### src/rtl/coincidence_event_builder_defines.svh
// ----------------------------------------------------------------------------
// Coincidence event builder assertion macros
// Shared concurrent assertion forms, reset-qualified.
// ----------------------------------------------------------------------------
`ifndef COINCIDENCE_EVENT_BUILDER_DEFINES_SVH
`define COINCIDENCE_EVENT_BUILDER_DEFINES_SVH

// same-cycle implication
`define CEB_ASSERT_NOW(label, clk, rst_n, ante, cons) \
  label: assert property (@(posedge clk) disable iff (!rst_n) (ante) |-> (cons)) \
    else $error("event builder check failed");

// next-cycle implication
`define CEB_ASSERT_NEXT(label, clk, rst_n, ante, cons) \
  label: assert property (@(posedge clk) disable iff (!rst_n) (ante) |=> (cons)) \
    else $error("event builder check failed");

`endif

### src/rtl/ceb_pkg.sv
// ----------------------------------------------------------------------------
// Coincidence event builder package
// Widths, register indexes, codes and shared types.
// ----------------------------------------------------------------------------
`default_nettype none

package ceb_pkg;

  localparam int MAX_HITS_DEF   = 32;
  localparam int STAMP_BITS_DEF = 48;

  localparam int ID_W       = 16;
  localparam int EN_W       = 16;
  localparam int WIN_W      = 16;
  localparam int EVNUM_W    = 32;
  localparam int CNT_OUT_W  = 6;
  localparam int CFG_IDX_W  = 8;
  localparam int CFG_DATA_W = 16;

  localparam logic [WIN_W-1:0] WINDOW_RST = 16'd100;
  localparam logic [ID_W-1:0]  LIMIT_RST  = 16'd0;

  localparam logic KIND_HIT   = 1'b0;
  localparam logic KIND_FLUSH = 1'b1;

  localparam logic [CFG_IDX_W-1:0] REG_WINDOW = 8'd0;
  localparam logic [CFG_IDX_W-1:0] REG_LIMIT  = 8'd1;

  typedef struct packed {
    logic [WIN_W-1:0] window;
    logic [ID_W-1:0]  limit;
  } ceb_cfg_t;

endpackage

`default_nettype wire

### src/rtl/ceb_in_if.sv
// ----------------------------------------------------------------------------
// Hit input channel
// Valid/ready channel carrying one hit or flush word.
// ----------------------------------------------------------------------------
`default_nettype none

interface ceb_in_if
  import ceb_pkg::*;
#(
  parameter int STAMP_BITS = STAMP_BITS_DEF
) ();

  logic                  valid;
  logic                  ready;
  logic                  kind;
  logic [ID_W-1:0]       det_id;
  logic [EN_W-1:0]       energy;
  logic [STAMP_BITS-1:0] hit_time;

  modport source (output valid, kind, det_id, energy, hit_time, input ready);
  modport sink   (input valid, kind, det_id, energy, hit_time, output ready);

endinterface

`default_nettype wire

### src/rtl/ceb_out_if.sv
// ----------------------------------------------------------------------------
// Event output channel
// Valid/ready channel carrying one emitted hit word of an event.
// ----------------------------------------------------------------------------
`default_nettype none

interface ceb_out_if
  import ceb_pkg::*;
#(
  parameter int STAMP_BITS = STAMP_BITS_DEF
) ();

  logic                  valid;
  logic                  ready;
  logic [EVNUM_W-1:0]    event_number;
  logic [ID_W-1:0]       hit_det_id;
  logic [EN_W-1:0]       hit_energy;
  logic [STAMP_BITS-1:0] hit_stamp;
  logic [CNT_OUT_W-1:0]  event_hits;
  logic [CNT_OUT_W-1:0]  event_crystal_hits;
  logic                  last_of_event;
  logic                  hits_dropped;

  modport source (
    output valid, event_number, hit_det_id, hit_energy, hit_stamp,
           event_hits, event_crystal_hits, last_of_event, hits_dropped,
    input  ready
  );
  modport sink (
    input  valid, event_number, hit_det_id, hit_energy, hit_stamp,
           event_hits, event_crystal_hits, last_of_event, hits_dropped,
    output ready
  );

endinterface

`default_nettype wire

### src/rtl/ceb_cfg_if.sv
// ----------------------------------------------------------------------------
// Configuration write channel
// Valid/ready channel carrying a register index and write data.
// ----------------------------------------------------------------------------
`default_nettype none

interface ceb_cfg_if
  import ceb_pkg::*;
();

  logic                  valid;
  logic                  ready;
  logic [CFG_IDX_W-1:0]  index;
  logic [CFG_DATA_W-1:0] data;

  modport source (output valid, index, data, input ready);
  modport sink   (input valid, index, data, output ready);

endinterface

`default_nettype wire

### src/rtl/ceb_ram.sv
// ----------------------------------------------------------------------------
// Generic single-port-write RAM
// One write port, one read port, read data registered.
// ----------------------------------------------------------------------------
`default_nettype none

module ceb_ram #(
  parameter int WIDTH = 8,
  parameter int DEPTH = 32,
  localparam int AW   = (DEPTH > 1) ? $clog2(DEPTH) : 1
) (
  input  wire logic             clk,
  input  wire logic             we,
  input  wire logic [AW-1:0]    waddr,
  input  wire logic [WIDTH-1:0] wdata,
  input  wire logic             re,
  input  wire logic [AW-1:0]    raddr,
  output      logic [WIDTH-1:0] rdata
);

  logic [WIDTH-1:0] mem [DEPTH];

  always_ff @(posedge clk) begin
    if (we) begin
      mem[waddr] <= wdata;
    end
    if (re) begin
      rdata <= mem[raddr];
    end
  end

endmodule

`default_nettype wire

### src/rtl/ceb_seq.sv
// ----------------------------------------------------------------------------
// Coincidence event builder sequencer
// Window test, hit buffering into RAM, event readout and output register.
// ----------------------------------------------------------------------------
`default_nettype none

`include "coincidence_event_builder_defines.svh"

module ceb_seq
  import ceb_pkg::*;
#(
  parameter int MAX_HITS   = MAX_HITS_DEF,
  parameter int STAMP_BITS = STAMP_BITS_DEF,
  localparam int AW        = $clog2(MAX_HITS),
  localparam int DW        = ID_W + EN_W + STAMP_BITS
) (
  input  wire logic          clk,
  input  wire logic          rst_n,
  input  wire ceb_cfg_t      cfg,
  ceb_in_if.sink             in_s,
  ceb_out_if.source          out_m,
  output      logic          ram_we,
  output      logic [AW-1:0] ram_waddr,
  output      logic [DW-1:0] ram_wdata,
  output      logic          ram_re,
  output      logic [AW-1:0] ram_raddr,
  input  wire logic [DW-1:0] ram_rdata
);

  localparam int CW = $clog2(MAX_HITS + 1);
  localparam int SB = STAMP_BITS;
  localparam logic [CW-1:0] FULL = CW'(MAX_HITS);
  localparam logic [CW-1:0] ONE  = CW'(1);

  typedef enum logic [2:0] {
    ST_ACCEPT = 3'b001,
    ST_RD     = 3'b010,
    ST_LD     = 3'b100
  } state_t;

  state_t             state_r, state_nxt;
  logic [SB-1:0]      start_r, start_nxt;
  logic [CW-1:0]      hit_cnt_r, hit_cnt_nxt;
  logic [CW-1:0]      cry_cnt_r, cry_cnt_nxt;
  logic [EVNUM_W-1:0] evnum_r, evnum_nxt;
  logic               open_r, open_nxt;
  logic               ovf_r, ovf_nxt;
  logic [CW-1:0]      rd_k_r, rd_k_nxt;
  logic               pend_r, pend_nxt;
  logic [ID_W-1:0]    pend_id_r, pend_id_nxt;
  logic [EN_W-1:0]    pend_en_r, pend_en_nxt;
  logic [SB-1:0]      pend_t_r, pend_t_nxt;
  logic               pend_cry_r, pend_cry_nxt;

  logic                 out_valid_r, out_valid_nxt;
  logic                 out_load;
  logic [EVNUM_W-1:0]   out_evnum_r;
  logic [DW-1:0]        out_hit_r;
  logic [CNT_OUT_W-1:0] out_hits_r;
  logic [CNT_OUT_W-1:0] out_cry_r;
  logic                 out_last_r;
  logic                 out_drop_r;

  logic          accept;
  logic          joins;
  logic          is_cry;
  logic [SB-1:0] delta;
  logic          last_k;

  assign accept = in_s.valid && in_s.ready;
  assign delta  = in_s.hit_time - start_r;
  assign joins  = (in_s.hit_time < start_r) || (delta < SB'(cfg.window));
  assign is_cry = in_s.det_id < cfg.limit;
  assign last_k = (rd_k_r + ONE) == hit_cnt_r;

  assign in_s.ready = (state_r == ST_ACCEPT);

  always_comb begin
    state_nxt     = state_r;
    start_nxt     = start_r;
    hit_cnt_nxt   = hit_cnt_r;
    cry_cnt_nxt   = cry_cnt_r;
    evnum_nxt     = evnum_r;
    open_nxt      = open_r;
    ovf_nxt       = ovf_r;
    rd_k_nxt      = rd_k_r;
    pend_nxt      = pend_r;
    pend_id_nxt   = pend_id_r;
    pend_en_nxt   = pend_en_r;
    pend_t_nxt    = pend_t_r;
    pend_cry_nxt  = pend_cry_r;
    out_valid_nxt = out_valid_r && !out_m.ready;
    out_load      = 1'b0;
    ram_we        = 1'b0;
    ram_waddr     = hit_cnt_r[AW-1:0];
    ram_wdata     = {in_s.det_id, in_s.energy, in_s.hit_time};
    ram_re        = 1'b0;
    ram_raddr     = rd_k_r[AW-1:0];

    case (state_r)
      ST_ACCEPT: begin
        if (accept) begin
          if (in_s.kind == KIND_FLUSH) begin
            if (open_r) begin
              pend_nxt  = 1'b0;
              rd_k_nxt  = '0;
              state_nxt = ST_RD;
            end
          end else if (open_r && !joins) begin
            // hold the closing hit until the event has been read out
            pend_nxt     = 1'b1;
            pend_id_nxt  = in_s.det_id;
            pend_en_nxt  = in_s.energy;
            pend_t_nxt   = in_s.hit_time;
            pend_cry_nxt = is_cry;
            rd_k_nxt     = '0;
            state_nxt    = ST_RD;
          end else begin
            if (!open_r) begin
              open_nxt  = 1'b1;
              start_nxt = in_s.hit_time;
            end
            if (hit_cnt_r == FULL) begin
              ovf_nxt = 1'b1;
            end else begin
              ram_we      = 1'b1;
              hit_cnt_nxt = hit_cnt_r + ONE;
              if (is_cry) begin
                cry_cnt_nxt = cry_cnt_r + ONE;
              end
            end
          end
        end
      end
      ST_RD: begin
        if (!out_valid_r || out_m.ready) begin
          ram_re    = 1'b1;
          state_nxt = ST_LD;
        end
      end
      ST_LD: begin
        out_load      = 1'b1;
        out_valid_nxt = 1'b1;
        if (last_k) begin
          evnum_nxt = evnum_r + 1'b1;
          ovf_nxt   = 1'b0;
          pend_nxt  = 1'b0;
          state_nxt = ST_ACCEPT;
          if (pend_r) begin
            ram_we      = 1'b1;
            ram_waddr   = '0;
            ram_wdata   = {pend_id_r, pend_en_r, pend_t_r};
            hit_cnt_nxt = ONE;
            cry_cnt_nxt = pend_cry_r ? ONE : '0;
            start_nxt   = pend_t_r;
            open_nxt    = 1'b1;
          end else begin
            hit_cnt_nxt = '0;
            cry_cnt_nxt = '0;
            open_nxt    = 1'b0;
          end
        end else begin
          rd_k_nxt  = rd_k_r + ONE;
          state_nxt = ST_RD;
        end
      end
      default: begin
        state_nxt = ST_ACCEPT;
      end
    endcase
  end

  always_ff @(posedge clk) begin
    if (!rst_n) begin
      state_r     <= ST_ACCEPT;
      start_r     <= '0;
      hit_cnt_r   <= '0;
      cry_cnt_r   <= '0;
      evnum_r     <= '0;
      open_r      <= 1'b0;
      ovf_r       <= 1'b0;
      rd_k_r      <= '0;
      pend_r      <= 1'b0;
      out_valid_r <= 1'b0;
    end else begin
      state_r     <= state_nxt;
      start_r     <= start_nxt;
      hit_cnt_r   <= hit_cnt_nxt;
      cry_cnt_r   <= cry_cnt_nxt;
      evnum_r     <= evnum_nxt;
      open_r      <= open_nxt;
      ovf_r       <= ovf_nxt;
      rd_k_r      <= rd_k_nxt;
      pend_r      <= pend_nxt;
      out_valid_r <= out_valid_nxt;
    end
  end

  always_ff @(posedge clk) begin
    pend_id_r  <= pend_id_nxt;
    pend_en_r  <= pend_en_nxt;
    pend_t_r   <= pend_t_nxt;
    pend_cry_r <= pend_cry_nxt;
    if (out_load) begin
      out_evnum_r <= evnum_r;
      out_hit_r   <= ram_rdata;
      out_hits_r  <= CNT_OUT_W'(hit_cnt_r);
      out_cry_r   <= CNT_OUT_W'(cry_cnt_r);
      out_last_r  <= last_k;
      out_drop_r  <= ovf_r;
    end
  end

  assign out_m.valid              = out_valid_r;
  assign out_m.event_number       = out_evnum_r;
  assign out_m.hit_det_id         = out_hit_r[DW-1 -: ID_W];
  assign out_m.hit_energy         = out_hit_r[SB +: EN_W];
  assign out_m.hit_stamp          = out_hit_r[SB-1:0];
  assign out_m.event_hits         = out_hits_r;
  assign out_m.event_crystal_hits = out_cry_r;
  assign out_m.last_of_event      = out_last_r;
  assign out_m.hits_dropped       = out_drop_r;

  `CEB_ASSERT_NOW(a_ld_slot_free, clk, rst_n, state_r == ST_LD, !out_valid_r)
  `CEB_ASSERT_NOW(a_rd_open, clk, rst_n, state_r == ST_RD, open_r && (hit_cnt_r != '0))
  `CEB_ASSERT_NOW(a_ovf_full, clk, rst_n, ovf_r, hit_cnt_r == FULL)
  `CEB_ASSERT_NOW(a_cry_bound, clk, rst_n, open_r, cry_cnt_r <= hit_cnt_r)
  `CEB_ASSERT_NOW(a_no_rw_clash, clk, rst_n, ram_re, !ram_we)

endmodule

`default_nettype wire

### src/rtl/coincidence_event_builder.sv
// ----------------------------------------------------------------------------
// Coincidence event builder
// Groups time-ordered detector hits into coincidence events. A hit that
// joins the open event, or opens one, is accepted and written to the
// hit RAM. A hit outside the window, or a flush word, closes the
// event: the stored hits are read back through the RAM's single read port
// and issued one word per stored hit, each read from the RAM and then
// loaded into the output register, waiting while the output is stalled.
// No new hit is taken while an event is read out. The closing hit is
// written back as the first entry of the next event on the last readout
// cycle. Hits past MAX_HITS in one event are dropped and flagged on every
// word of that event.
// ----------------------------------------------------------------------------
`default_nettype none

module coincidence_event_builder
  import ceb_pkg::*;
#(
  parameter int MAX_HITS   = MAX_HITS_DEF,
  parameter int STAMP_BITS = STAMP_BITS_DEF
) (
  input  wire logic  clk,
  input  wire logic  rst_n,
  ceb_cfg_if.sink    cfg_s,
  ceb_in_if.sink     in_s,
  ceb_out_if.source  out_m
);

  localparam int AW = $clog2(MAX_HITS);
  localparam int DW = ID_W + EN_W + STAMP_BITS;

  ceb_cfg_t cfg_r, cfg_nxt;

  logic          ram_we;
  logic [AW-1:0] ram_waddr;
  logic [DW-1:0] ram_wdata;
  logic          ram_re;
  logic [AW-1:0] ram_raddr;
  logic [DW-1:0] ram_rdata;

  assign cfg_s.ready = 1'b1;

  always_comb begin
    cfg_nxt = cfg_r;
    if (cfg_s.valid && cfg_s.ready) begin
      case (cfg_s.index)
        REG_WINDOW: cfg_nxt.window = cfg_s.data;
        REG_LIMIT:  cfg_nxt.limit  = cfg_s.data;
        default: begin
        end
      endcase
    end
  end

  always_ff @(posedge clk) begin
    if (!rst_n) begin
      cfg_r.window <= WINDOW_RST;
      cfg_r.limit  <= LIMIT_RST;
    end else begin
      cfg_r <= cfg_nxt;
    end
  end

  ceb_ram #(
    .WIDTH (DW),
    .DEPTH (MAX_HITS)
  ) u_hit_ram (
    .clk   (clk),
    .we    (ram_we),
    .waddr (ram_waddr),
    .wdata (ram_wdata),
    .re    (ram_re),
    .raddr (ram_raddr),
    .rdata (ram_rdata)
  );

  ceb_seq #(
    .MAX_HITS   (MAX_HITS),
    .STAMP_BITS (STAMP_BITS)
  ) u_seq (
    .clk       (clk),
    .rst_n     (rst_n),
    .cfg       (cfg_r),
    .in_s      (in_s),
    .out_m     (out_m),
    .ram_we    (ram_we),
    .ram_waddr (ram_waddr),
    .ram_wdata (ram_wdata),
    .ram_re    (ram_re),
    .ram_raddr (ram_raddr),
    .ram_rdata (ram_rdata)
  );

endmodule

`default_nettype wire
### src/flat_wrapper.sv
// flat-port wrapper written by rule: the top's interface ports become plain ports
module coincidence_event_builder_flat import ceb_pkg::*;
#(
  parameter int MAX_HITS   = MAX_HITS_DEF,
  parameter int STAMP_BITS = STAMP_BITS_DEF
)
  (clk, rst_n, cfg_s_valid, cfg_s_index, cfg_s_data, cfg_s_ready, in_s_valid, in_s_kind, in_s_det_id, in_s_energy, in_s_hit_time, in_s_ready, out_m_valid, out_m_event_number, out_m_hit_det_id, out_m_hit_energy, out_m_hit_stamp, out_m_event_hits, out_m_event_crystal_hits, out_m_last_of_event, out_m_hits_dropped, out_m_ready);
  ceb_cfg_if cfg_s_i ();
  ceb_in_if #(.STAMP_BITS(STAMP_BITS)) in_s_i ();
  ceb_out_if #(.STAMP_BITS(STAMP_BITS)) out_m_i ();
  input  wire logic clk;
  input  wire logic rst_n;
  input wire logic [$bits(cfg_s_i.valid)-1:0] cfg_s_valid;
  input wire logic [$bits(cfg_s_i.index)-1:0] cfg_s_index;
  input wire logic [$bits(cfg_s_i.data)-1:0] cfg_s_data;
  output wire logic [$bits(cfg_s_i.ready)-1:0] cfg_s_ready;
  input wire logic [$bits(in_s_i.valid)-1:0] in_s_valid;
  input wire logic [$bits(in_s_i.kind)-1:0] in_s_kind;
  input wire logic [$bits(in_s_i.det_id)-1:0] in_s_det_id;
  input wire logic [$bits(in_s_i.energy)-1:0] in_s_energy;
  input wire logic [$bits(in_s_i.hit_time)-1:0] in_s_hit_time;
  output wire logic [$bits(in_s_i.ready)-1:0] in_s_ready;
  output wire logic [$bits(out_m_i.valid)-1:0] out_m_valid;
  output wire logic [$bits(out_m_i.event_number)-1:0] out_m_event_number;
  output wire logic [$bits(out_m_i.hit_det_id)-1:0] out_m_hit_det_id;
  output wire logic [$bits(out_m_i.hit_energy)-1:0] out_m_hit_energy;
  output wire logic [$bits(out_m_i.hit_stamp)-1:0] out_m_hit_stamp;
  output wire logic [$bits(out_m_i.event_hits)-1:0] out_m_event_hits;
  output wire logic [$bits(out_m_i.event_crystal_hits)-1:0] out_m_event_crystal_hits;
  output wire logic [$bits(out_m_i.last_of_event)-1:0] out_m_last_of_event;
  output wire logic [$bits(out_m_i.hits_dropped)-1:0] out_m_hits_dropped;
  input wire logic [$bits(out_m_i.ready)-1:0] out_m_ready;
  assign cfg_s_i.valid = cfg_s_valid;
  assign cfg_s_i.index = cfg_s_index;
  assign cfg_s_i.data = cfg_s_data;
  assign cfg_s_ready = cfg_s_i.ready;
  assign in_s_i.valid = in_s_valid;
  assign in_s_i.kind = in_s_kind;
  assign in_s_i.det_id = in_s_det_id;
  assign in_s_i.energy = in_s_energy;
  assign in_s_i.hit_time = in_s_hit_time;
  assign in_s_ready = in_s_i.ready;
  assign out_m_valid = out_m_i.valid;
  assign out_m_event_number = out_m_i.event_number;
  assign out_m_hit_det_id = out_m_i.hit_det_id;
  assign out_m_hit_energy = out_m_i.hit_energy;
  assign out_m_hit_stamp = out_m_i.hit_stamp;
  assign out_m_event_hits = out_m_i.event_hits;
  assign out_m_event_crystal_hits = out_m_i.event_crystal_hits;
  assign out_m_last_of_event = out_m_i.last_of_event;
  assign out_m_hits_dropped = out_m_i.hits_dropped;
  assign out_m_i.ready = out_m_ready;
  coincidence_event_builder #(.MAX_HITS(MAX_HITS), .STAMP_BITS(STAMP_BITS)) u_core (.clk(clk), .rst_n(rst_n), .cfg_s(cfg_s_i), .in_s(in_s_i), .out_m(out_m_i));
endmodule
### config.mk
export PLATFORM = sky130hd
export DESIGN_NAME = coincidence_event_builder_flat
export DESIGN_NICKNAME = d
export VERILOG_FILES = /design/src/rtl/ceb_pkg.sv /design/src/rtl/ceb_in_if.sv /design/src/rtl/ceb_out_if.sv /design/src/rtl/ceb_cfg_if.sv /design/src/rtl/ceb_ram.sv /design/src/rtl/ceb_seq.sv /design/src/rtl/coincidence_event_builder.sv /design/src/flat_wrapper.sv
export VERILOG_INCLUDE_DIRS = /design/src /design/src/rtl
export SDC_FILE = /design/constraint.sdc
export NUM_CORES = 2
export LEC_CHECK = 0
export BUFFER_PORTS_ARGS = -buffer_cell sky130_fd_sc_hd__buf_2
export CORE_MARGIN = 3
export CORE_UTILIZATION = 40
export CTS_BUF_LIST = sky130_fd_sc_hd__clkbuf_4 sky130_fd_sc_hd__clkbuf_8
export DETAILED_ROUTE_END_ITERATION = 7
export PLACE_DENSITY = 0.67
export SYNTH_ARGS = -nofsm -noshare
export SYNTH_HDL_FRONTEND = slang
export SYNTH_SLANG_ARGS = --single-unit
### constraint.sdc
create_clock -name clk -period 18.9 [get_ports clk]
set_input_delay 1.89 -clock clk [delete_from_list [all_inputs] [get_ports clk]]
set_output_delay 1.89 -clock clk [all_outputs]
set_load 0.02 [all_outputs]
# Yosys cells after proc, flatten, opt, wreduce, memory -nomap -nowiden
# Memories as Yosys holds them, arrays and structs flattened. A register that Yosys moved wholly into a read port is not among the register bits.
# Cells that the tools add are included.
[word_totals]
reg_bits = 344
mem_bits_rw = 2560
out_inout_bits = 129
input_bits = 110
mem_count = 1
elab_cells = 144
[op_classes]
order_cmp = 3
bitwise_logic = 1
reduce_logical = 22
n_addsub = 5
n_mux = 71
n_eq_ne = 19
[mem_list]
columns = ["name", "depth", "width", "read_ports", "rd_clocked_by_memory_dff", "write_ports", "line", "source"]
rows = [
  ["u_core.u_hit_ram.mem", 32, 80, 1, 1, 1, "ceb_ram.sv:21", "logic [WIDTH-1:0] mem [DEPTH];"],
]
[op_table]
columns = ["operator", "n"]
rows = [
  ["48-bit two-way mux", 6],
  ["80-bit two-way mux", 3],
  ["6-bit two-way mux", 16],
  ["48-bit case mux with 2 select lines", 1],
  ["48-bit by 16-bit < comparator with 1-bit output", 1],
  ["48-bit < comparator", 1],
  ["48-bit subtractor", 1],
  ["6-bit case mux with 2 select lines", 3],
  ["32-bit by 1-bit adder with 32-bit output (second input constant)", 1],
  ["1-bit two-way mux", 28],
  ["6-bit by 1-bit adder with 6-bit output (second input constant)", 3],
  ["16-bit < comparator", 1],
  ["2-bit inequality test (second input constant)", 8],
  ["3-bit two-way mux", 5],
  ["5-bit two-way mux", 3],
  ["5-bit AND reduction", 3],
  ["7-bit AND reduction", 2],
  ["6-bit AND reduction", 2],
  ["3-bit case mux with 3 select lines", 1],
  ["8-bit by 1-bit == test with 1-bit output (second input constant)", 1],
  ["8-bit zero test", 1],
  ["1-bit case mux with 2 select lines", 4],
  ["4-bit AND reduction", 2],
  ["6-bit == test", 1],
  ["other kinds (13)", 23],
]

# Longest topological paths before layout
[logic_depth]
word_depth = 11
depth_mapped = 21
ltp_nobuf = 21

# By module
# A second synthesis with hierarchy kept.
[hier_totals]
cells_unflattened = 6316
hier_area_um2 = 117381.3
[modules_own_cells]
columns = ["mod", "seq_area_each_um2", "area_each_um2", "instances", "cells_per_inst"]
rows = [
  ["ceb_ram", 79276.0, 99696.9, 1, 4683],
  ["ceb_seq", 8318.0, 16397.0, 1, 1502],
  ["coincidence_event_builder", 640.6, 1287.5, 1, 131],
]

# Worst setup path after synthesis
# Ideal clock, no wire load.
[synth_path]
path_kind = "input to register"
startpoint = "input in_s_hit_time[0]"
endpoint = "memory u_core.u_hit_ram.mem[0][0] in the netlist's numbering, enable pin"
setup_slack_ns = 4.617
n_path_buf = 0
setup_time_ns = 0.736
arrival_ns = 13.547
cell_stages = 20
required_time_ns = 18.164
path_cell_list = "inv_1 > ha_1 > fa_1 > nand2b_1 > a21oi_1 > o21ai_0 > o221a_2 > xnor2_1 > ha_1 > nand3_1 > nand2_1 > a32o_1 > nor4_1 > o2111ai_1 > nor4b_2 > nand4_1 > nor4_2 > and4_2 > o21ai_1 > o41ai_1"
[synth_between]
elab_chain_len = 11
word_cells_on_any_way = 12
classes_between = "add/sub: 1; order compare: 2; mux: 6; reduce/logical: 3"
[synth_rtl]
columns = ["element", "line", "source"]
rows = [
  ["start, declared", "flat_wrapper.sv:21", "input wire logic [$bits(in_s_i.hit_time)-1:0] in_s_hit_time;"],
  ["48-bit subtractor", "ceb_seq.sv:71", "assign delta = in_s.hit_time - start_r;"],
  ["48-bit by 16-bit < comparator with 1-bit output", "ceb_seq.sv:72", "assign joins = (in_s.hit_time < start_r) || (delta < SB'(cfg.window));"],
  ["1-bit logical OR *", "ceb_seq.sv:72", ""],
  ["1-bit zero test *", "ceb_seq.sv:109", "end else if (open_r && !joins) begin"],
  ["1-bit logical AND *", "ceb_seq.sv:109", ""],
  ["1-bit two-way mux *", "ceb_seq.sv:109", ""],
  ["1-bit two-way mux *", "ceb_seq.sv:103", "if (in_s.kind == KIND_FLUSH) begin"],
  ["1-bit two-way mux *", "ceb_seq.sv:102", "if (accept) begin"],
  ["1-bit case mux with 2 select lines *", "ceb_seq.sv:100", "case (state_r)"],
  ["1-bit two-way mux *", "ceb_ram.sv:24", "if (we) begin"],
  ["1-bit two-way mux (not written as such) *", "ceb_ram.sv:25", "mem[waddr] <= wdata;"],
  ["end, declared", "ceb_ram.sv:21", ""],
]
# Mark *: on every way between the ends. The rest lies on a longest branch, timed or not.

# Final worst setup path
[layout_path]
startpoint = "input in_s_hit_time[0]"
endpoint = "memory u_core.u_hit_ram.mem[3][25] in the netlist's numbering, enable pin"
# The elaborated chain is that of the path after synthesis.

==> impl_metrics.py <==
metrics = {
    "synthesis": {
        "synth_edf_count": 2847,
        "postSynthAreaPerCell_sq_um": 20.2,
        "synthFlopType": "edfxtp_1",
        "ys_seq_area_share_pct": 75.6,
        "netlist_area_sq_mm": 0.117,
        "ys_async_sr_fraction_pct": 0,
        "yosysWarnings": 0,
        "synthCells": 5789,
        "ys_ff_latch": 2984,
        "synth_nets": 5983,
        "ys_types": 83,
    },
    "global_route": {
        "grt_pass1_vias": 61300,
        "grt_overflow": 0,
        "track_usage_pct": 20.8,
        "antenna_found_initial": 46,
        "grt_first_pass_wirelength_um": 451000,
        "grt_max_degree": 147,
    },
    "cts": {
        "htreeDepth": 5,
        "cts_tree": "done",
        "cts_buffer_depth": 4,
        "post-cts-setup-buffers": 0,
        "cts_hold_buf": 0,
        "cts_sinks": 2984,
        "cts_buffers": 465,
        "cts_resized": 0,
        "clk_pin_slew_ns": 0.06,
        "clock_latency_ns": 1.09,
        "root_buffer": "clkbuf_8",
    },
    "hold_path": {
        "min_path_type": "reg -> reg",
        "worstHoldStart": "u_core.u_hit_ram.rdata[10]",
    },
    "sta": {
        "setup_slack_ns": 10.81,
        "fin_skew_ns": 0.115,
        "setup_viol": 0,
        "drv_slew": 4,
        "slew_headroom_pct": -0.699,
        "rsz0062_at_grt": "false",
        "finalHoldViolCount": 0,
        "fmax_mhz": 124,
        "worst_pin_slew_ns": 1.51,
        "fin_crit_ns": 8.09,
        "fin_crit_sh_pct": 42.8,
        "finalSetupTns_ns": 0,
    },
    "placement": {
        "routabilityCongestion": 0.859,
        "dpl_cell_area_sq_mm": 0.123,
        "io_buffers": 237,
        "dp_hpwl_um": 190000,
        "place_inst": 9790,
        "dp_slack_ns": 9.74,
    },
    "final_layout": {
        "fin_area_sq_mm": 0.133,
        "final_cells": 10700,
        "final.fill_count": 24000,
        "fin_util_pct": 46.0,
        "layout.nets": 6571,
        "synthToLayoutAreaGrowth_pct": 13.9,
        "drive_above_1_share_pct": 30.3,
    },
    "route": {
        "vias_per_cell": 5.67,
        "drc": 0,
        "ant_nets": 0,
        "vias": 60600,
        "drt-initial-drc-count": 7185,
        "drt_first_pass_iters": 5,
        "avgRoutedWirePerCell_um": 29.7,
        "wl_um": 317000,
    },
    "worst_setup_path": {
        "worstSetupPathType": "in -> reg",
        "cp_data_arrival_time_ns": 8.74,
        "crit_path_end": "u_core.u_hit_ram.mem[3][25]",
        "r2r_cells": 22,
        "rr_endpoint": "u_core.u_hit_ram.mem[3][25]",
        "cpMostUsedCell": "buf_4",
        "r2r_slack_ns": 11.52,
        "crit_start": "in_s_hit_time[0]",
        "critPathCaptureType": "flip-flop",
        "critPathMaxStageDelay_ns": 0.87,
        "cp-start-kind": "primary input",
        "crit_fanout": 52,
        "critPathRequiredTime_ns": 19.56,
        "slowest_stage": "buf_4",
        "r2r-start": "u_core.u_seq.start_r[0]",
        "critical_path.cell_chain": "buf_2 > inv_1 > ha_1 > fa_1 > nand2b_1 > a21oi_1 > o21ai_0 > o221a_2 > xnor2_1 > ha_1 > nand3_1 > nand2_1 > a32o_1 > nor4_1 > o2111ai_1 > nor4b_2 > nand4_1 > nor4_2 > and4_2 > o21ai_4 > buf_4 > nor4_2 > buf_4 > buf_4",
    },
    "floorplan": {
        "die_area_sq_mm": 0.298,
        "fp-row-count": 197,
        "core_area_sq_mm": 0.289,
        "start_util_pct": 40.4,
        "die_w_um": 546,
        "fp.dieH_um": 546,
        "io_pins": 239,
    },
    "power": {
        "cellLeakagePower_nw": 42.0,
        "irDropWorstVdd_v": 0.0000585,
        "powerDensity_mw_per_mm2": 100,
    },
    "outcome": {
        "failed_checks": "max-capacitance violations, max-slew violations",
        "status": "finished with violations",
    },
    "job": {
        "max_cap_violations": 1,
    },
}
[worst min path at each step]
| stage | cells past startpoint | to |
|---|---|---|
| 2_1_floorplan | 0 | u_core.u_seq.out_hit_r[0] |
| 3_3_place_gp | 0 | u_core.u_seq.out_hit_r[33] |
| 3_5_place_dp | 0 | u_core.u_seq.out_hit_r[51] |
| 4_1_cts | 0 | u_core.u_seq.out_hit_r[10] |
| 5_1_grt | 0 | u_core.u_seq.out_hit_r[10] |
| 6_report | 0 | u_core.u_seq.out_hit_r[10] |
[registers in the layout, summed over array words and instances, names as in the netlist, 3 cells and up]
signal / cells
u_core.u_seq.state_r: 3
u_core.u_seq.pend_t_r: 48
u_core.u_seq.pend_id_r: 16
u_core.u_seq.hit_cnt_r: 6
u_core.u_seq.start_r: 48
u_core.u_hit_ram.rdata: 80
u_core.u_seq.rd_k_r: 6
u_core.u_seq.cry_cnt_r: 6
u_core.u_seq.out_hit_r: 80
u_core.u_seq.out_m.event_number: 32
u_core.cfg_r: 32
u_core.u_hit_ram.mem: 2560
u_core.u_seq.out_m.event_hits: 6
u_core.u_seq.evnum_r: 32
u_core.u_seq.pend_en_r: 16
u_core.u_seq.out_m.event_crystal_hits: 6
[power breakdown]
| part | switching, mW | internal [mW] |
|---|---|---|
| registers | 0.0130 | 7.27 |
| clock network | 2.57 | 3.00 |
| logic | 0.356 | 0.131 |
| total | 2.94 | 10.4 |
[critical path, delay by kind of cell]
| family | cells | cell delay, ns |
|---|---|---|
| AND/OR/NAND/NOR | 9 | 2.19 |
| buffers and inverters | 5 | 1.93 |
| AO/OA/AOI/OAI | 6 | 1.65 |
| adder cells (fa/ha/maj) | 3 | 0.84 |
| XOR/XNOR | 1 | 0.15 |
[layer usage]
metal	vias up	global-route usage, %	part of all wire [%]
met4	16	9.28	4.5
met1	32000	27.8	39
li1	25000	-	-
met3	578	4.55	8.7
met2	3050	32.9	48
met5	-	0	0.039
[cells in the mapped netlist, types with 8 or more instances]
cell type / n / area share [%]
clkbuf_1: 209 / 0.67
nor3_1: 49 / 0.21
nand3_1: 37 / 0.16
and3_1: 18 / 0.096
nor2_1: 186 / 0.60
a211oi_1: 14 / 0.090
nor4_1: 14 / 0.075
or3_1: 15 / 0.080
xor2_1: 32 / 0.24
dfxtp_1: 137 / 2.3
xnor2_1: 29 / 0.22
edfxtp_1: 2847 / 73
buf_1: 61 / 0.20
a21oi_1: 83 / 0.36
mux2i_1: 36 / 0.31
buf_2: 13 / 0.056
a21o_1: 24 / 0.15
nand4_1: 34 / 0.18
ha_1: 83 / 0.89
inv_1: 110 / 0.35
nand2b_1: 9 / 0.048
o21ai_0: 59 / 0.25
nand2_1: 673 / 2.2
mux4_2: 800 / 15
o22ai_1: 8 / 0.043
or4_1: 8 / 0.051
o21a_1: 8 / 0.051
a311oi_1: 48 / 0.36
o211ai_1: 15 / 0.096
[placed cells by master, fill, tap and decap left out, types with 7 or more instances in the layout]
cell,instances
a211oi_1,14
a21o_1,24
a21oi_1,83
a311oi_1,48
and3_1,18
buf_2,237
buf_4,169
bufinv_16,18
clkbuf_4,167
clkbuf_8,491
clkinv_1,103
clkinv_2,44
clkinvlp_4,8
dfxtp_1,133
diode_2,34
edfxtp_1,2847
ha_1,83
inv_1,108
inv_16,7
mux2i_1,36
mux4_2,800
nand2_1,663
nand2_2,10
nand2b_1,9
nand3_1,36
nand4_1,34
nor2_1,184
nor3_1,23
nor3_2,26
nor4_1,7
nor4_2,9
o211ai_1,15
o21a_1,8
o21ai_0,57
o22ai_1,8
or3_1,15
or4_1,8
xnor2_1,29
xor2_1,32
[per-stage QoR]
step	power [mW]	hold slack, ns
after floorplan	7.68	0.400
after global placement	7.89	0.408
after detailed placement	7.90	0.405
after CTS	13.5	0.397
after global routing	13.8	0.389
final	13.3	0.376
[kinds of logic (layout without fill, tap and decap cells)]
group	Yosys count	after routing	synth area share (%)
mux	839	839	15.8
other cells	1	35	0.00321
buf+inv	399	1376	1.31
simple gates	1071	1071	3.87
compound gates	350	350	2.11
fa+ha+maj	84	84	0.907
xor+xnor	61	61	0.458
flops	2984	2984	75.6
[area by class of cell]
cell class	count	area (sq um)	area share, %
Sequential cell	2984	88200	66.4
Multi-Input combinational cell	2406	27200	20.5
Clock buffer	658	8010	6.02
Tap cell	3880	4850	3.65
Timing Repair Buffer	407	2470	1.86
Clock inverter	198	1600	1.21
Inverter	113	449	0.338
Antenna cell	34	85.1	0.0640
Note: power is estimated with default switching activity, not from simulation.
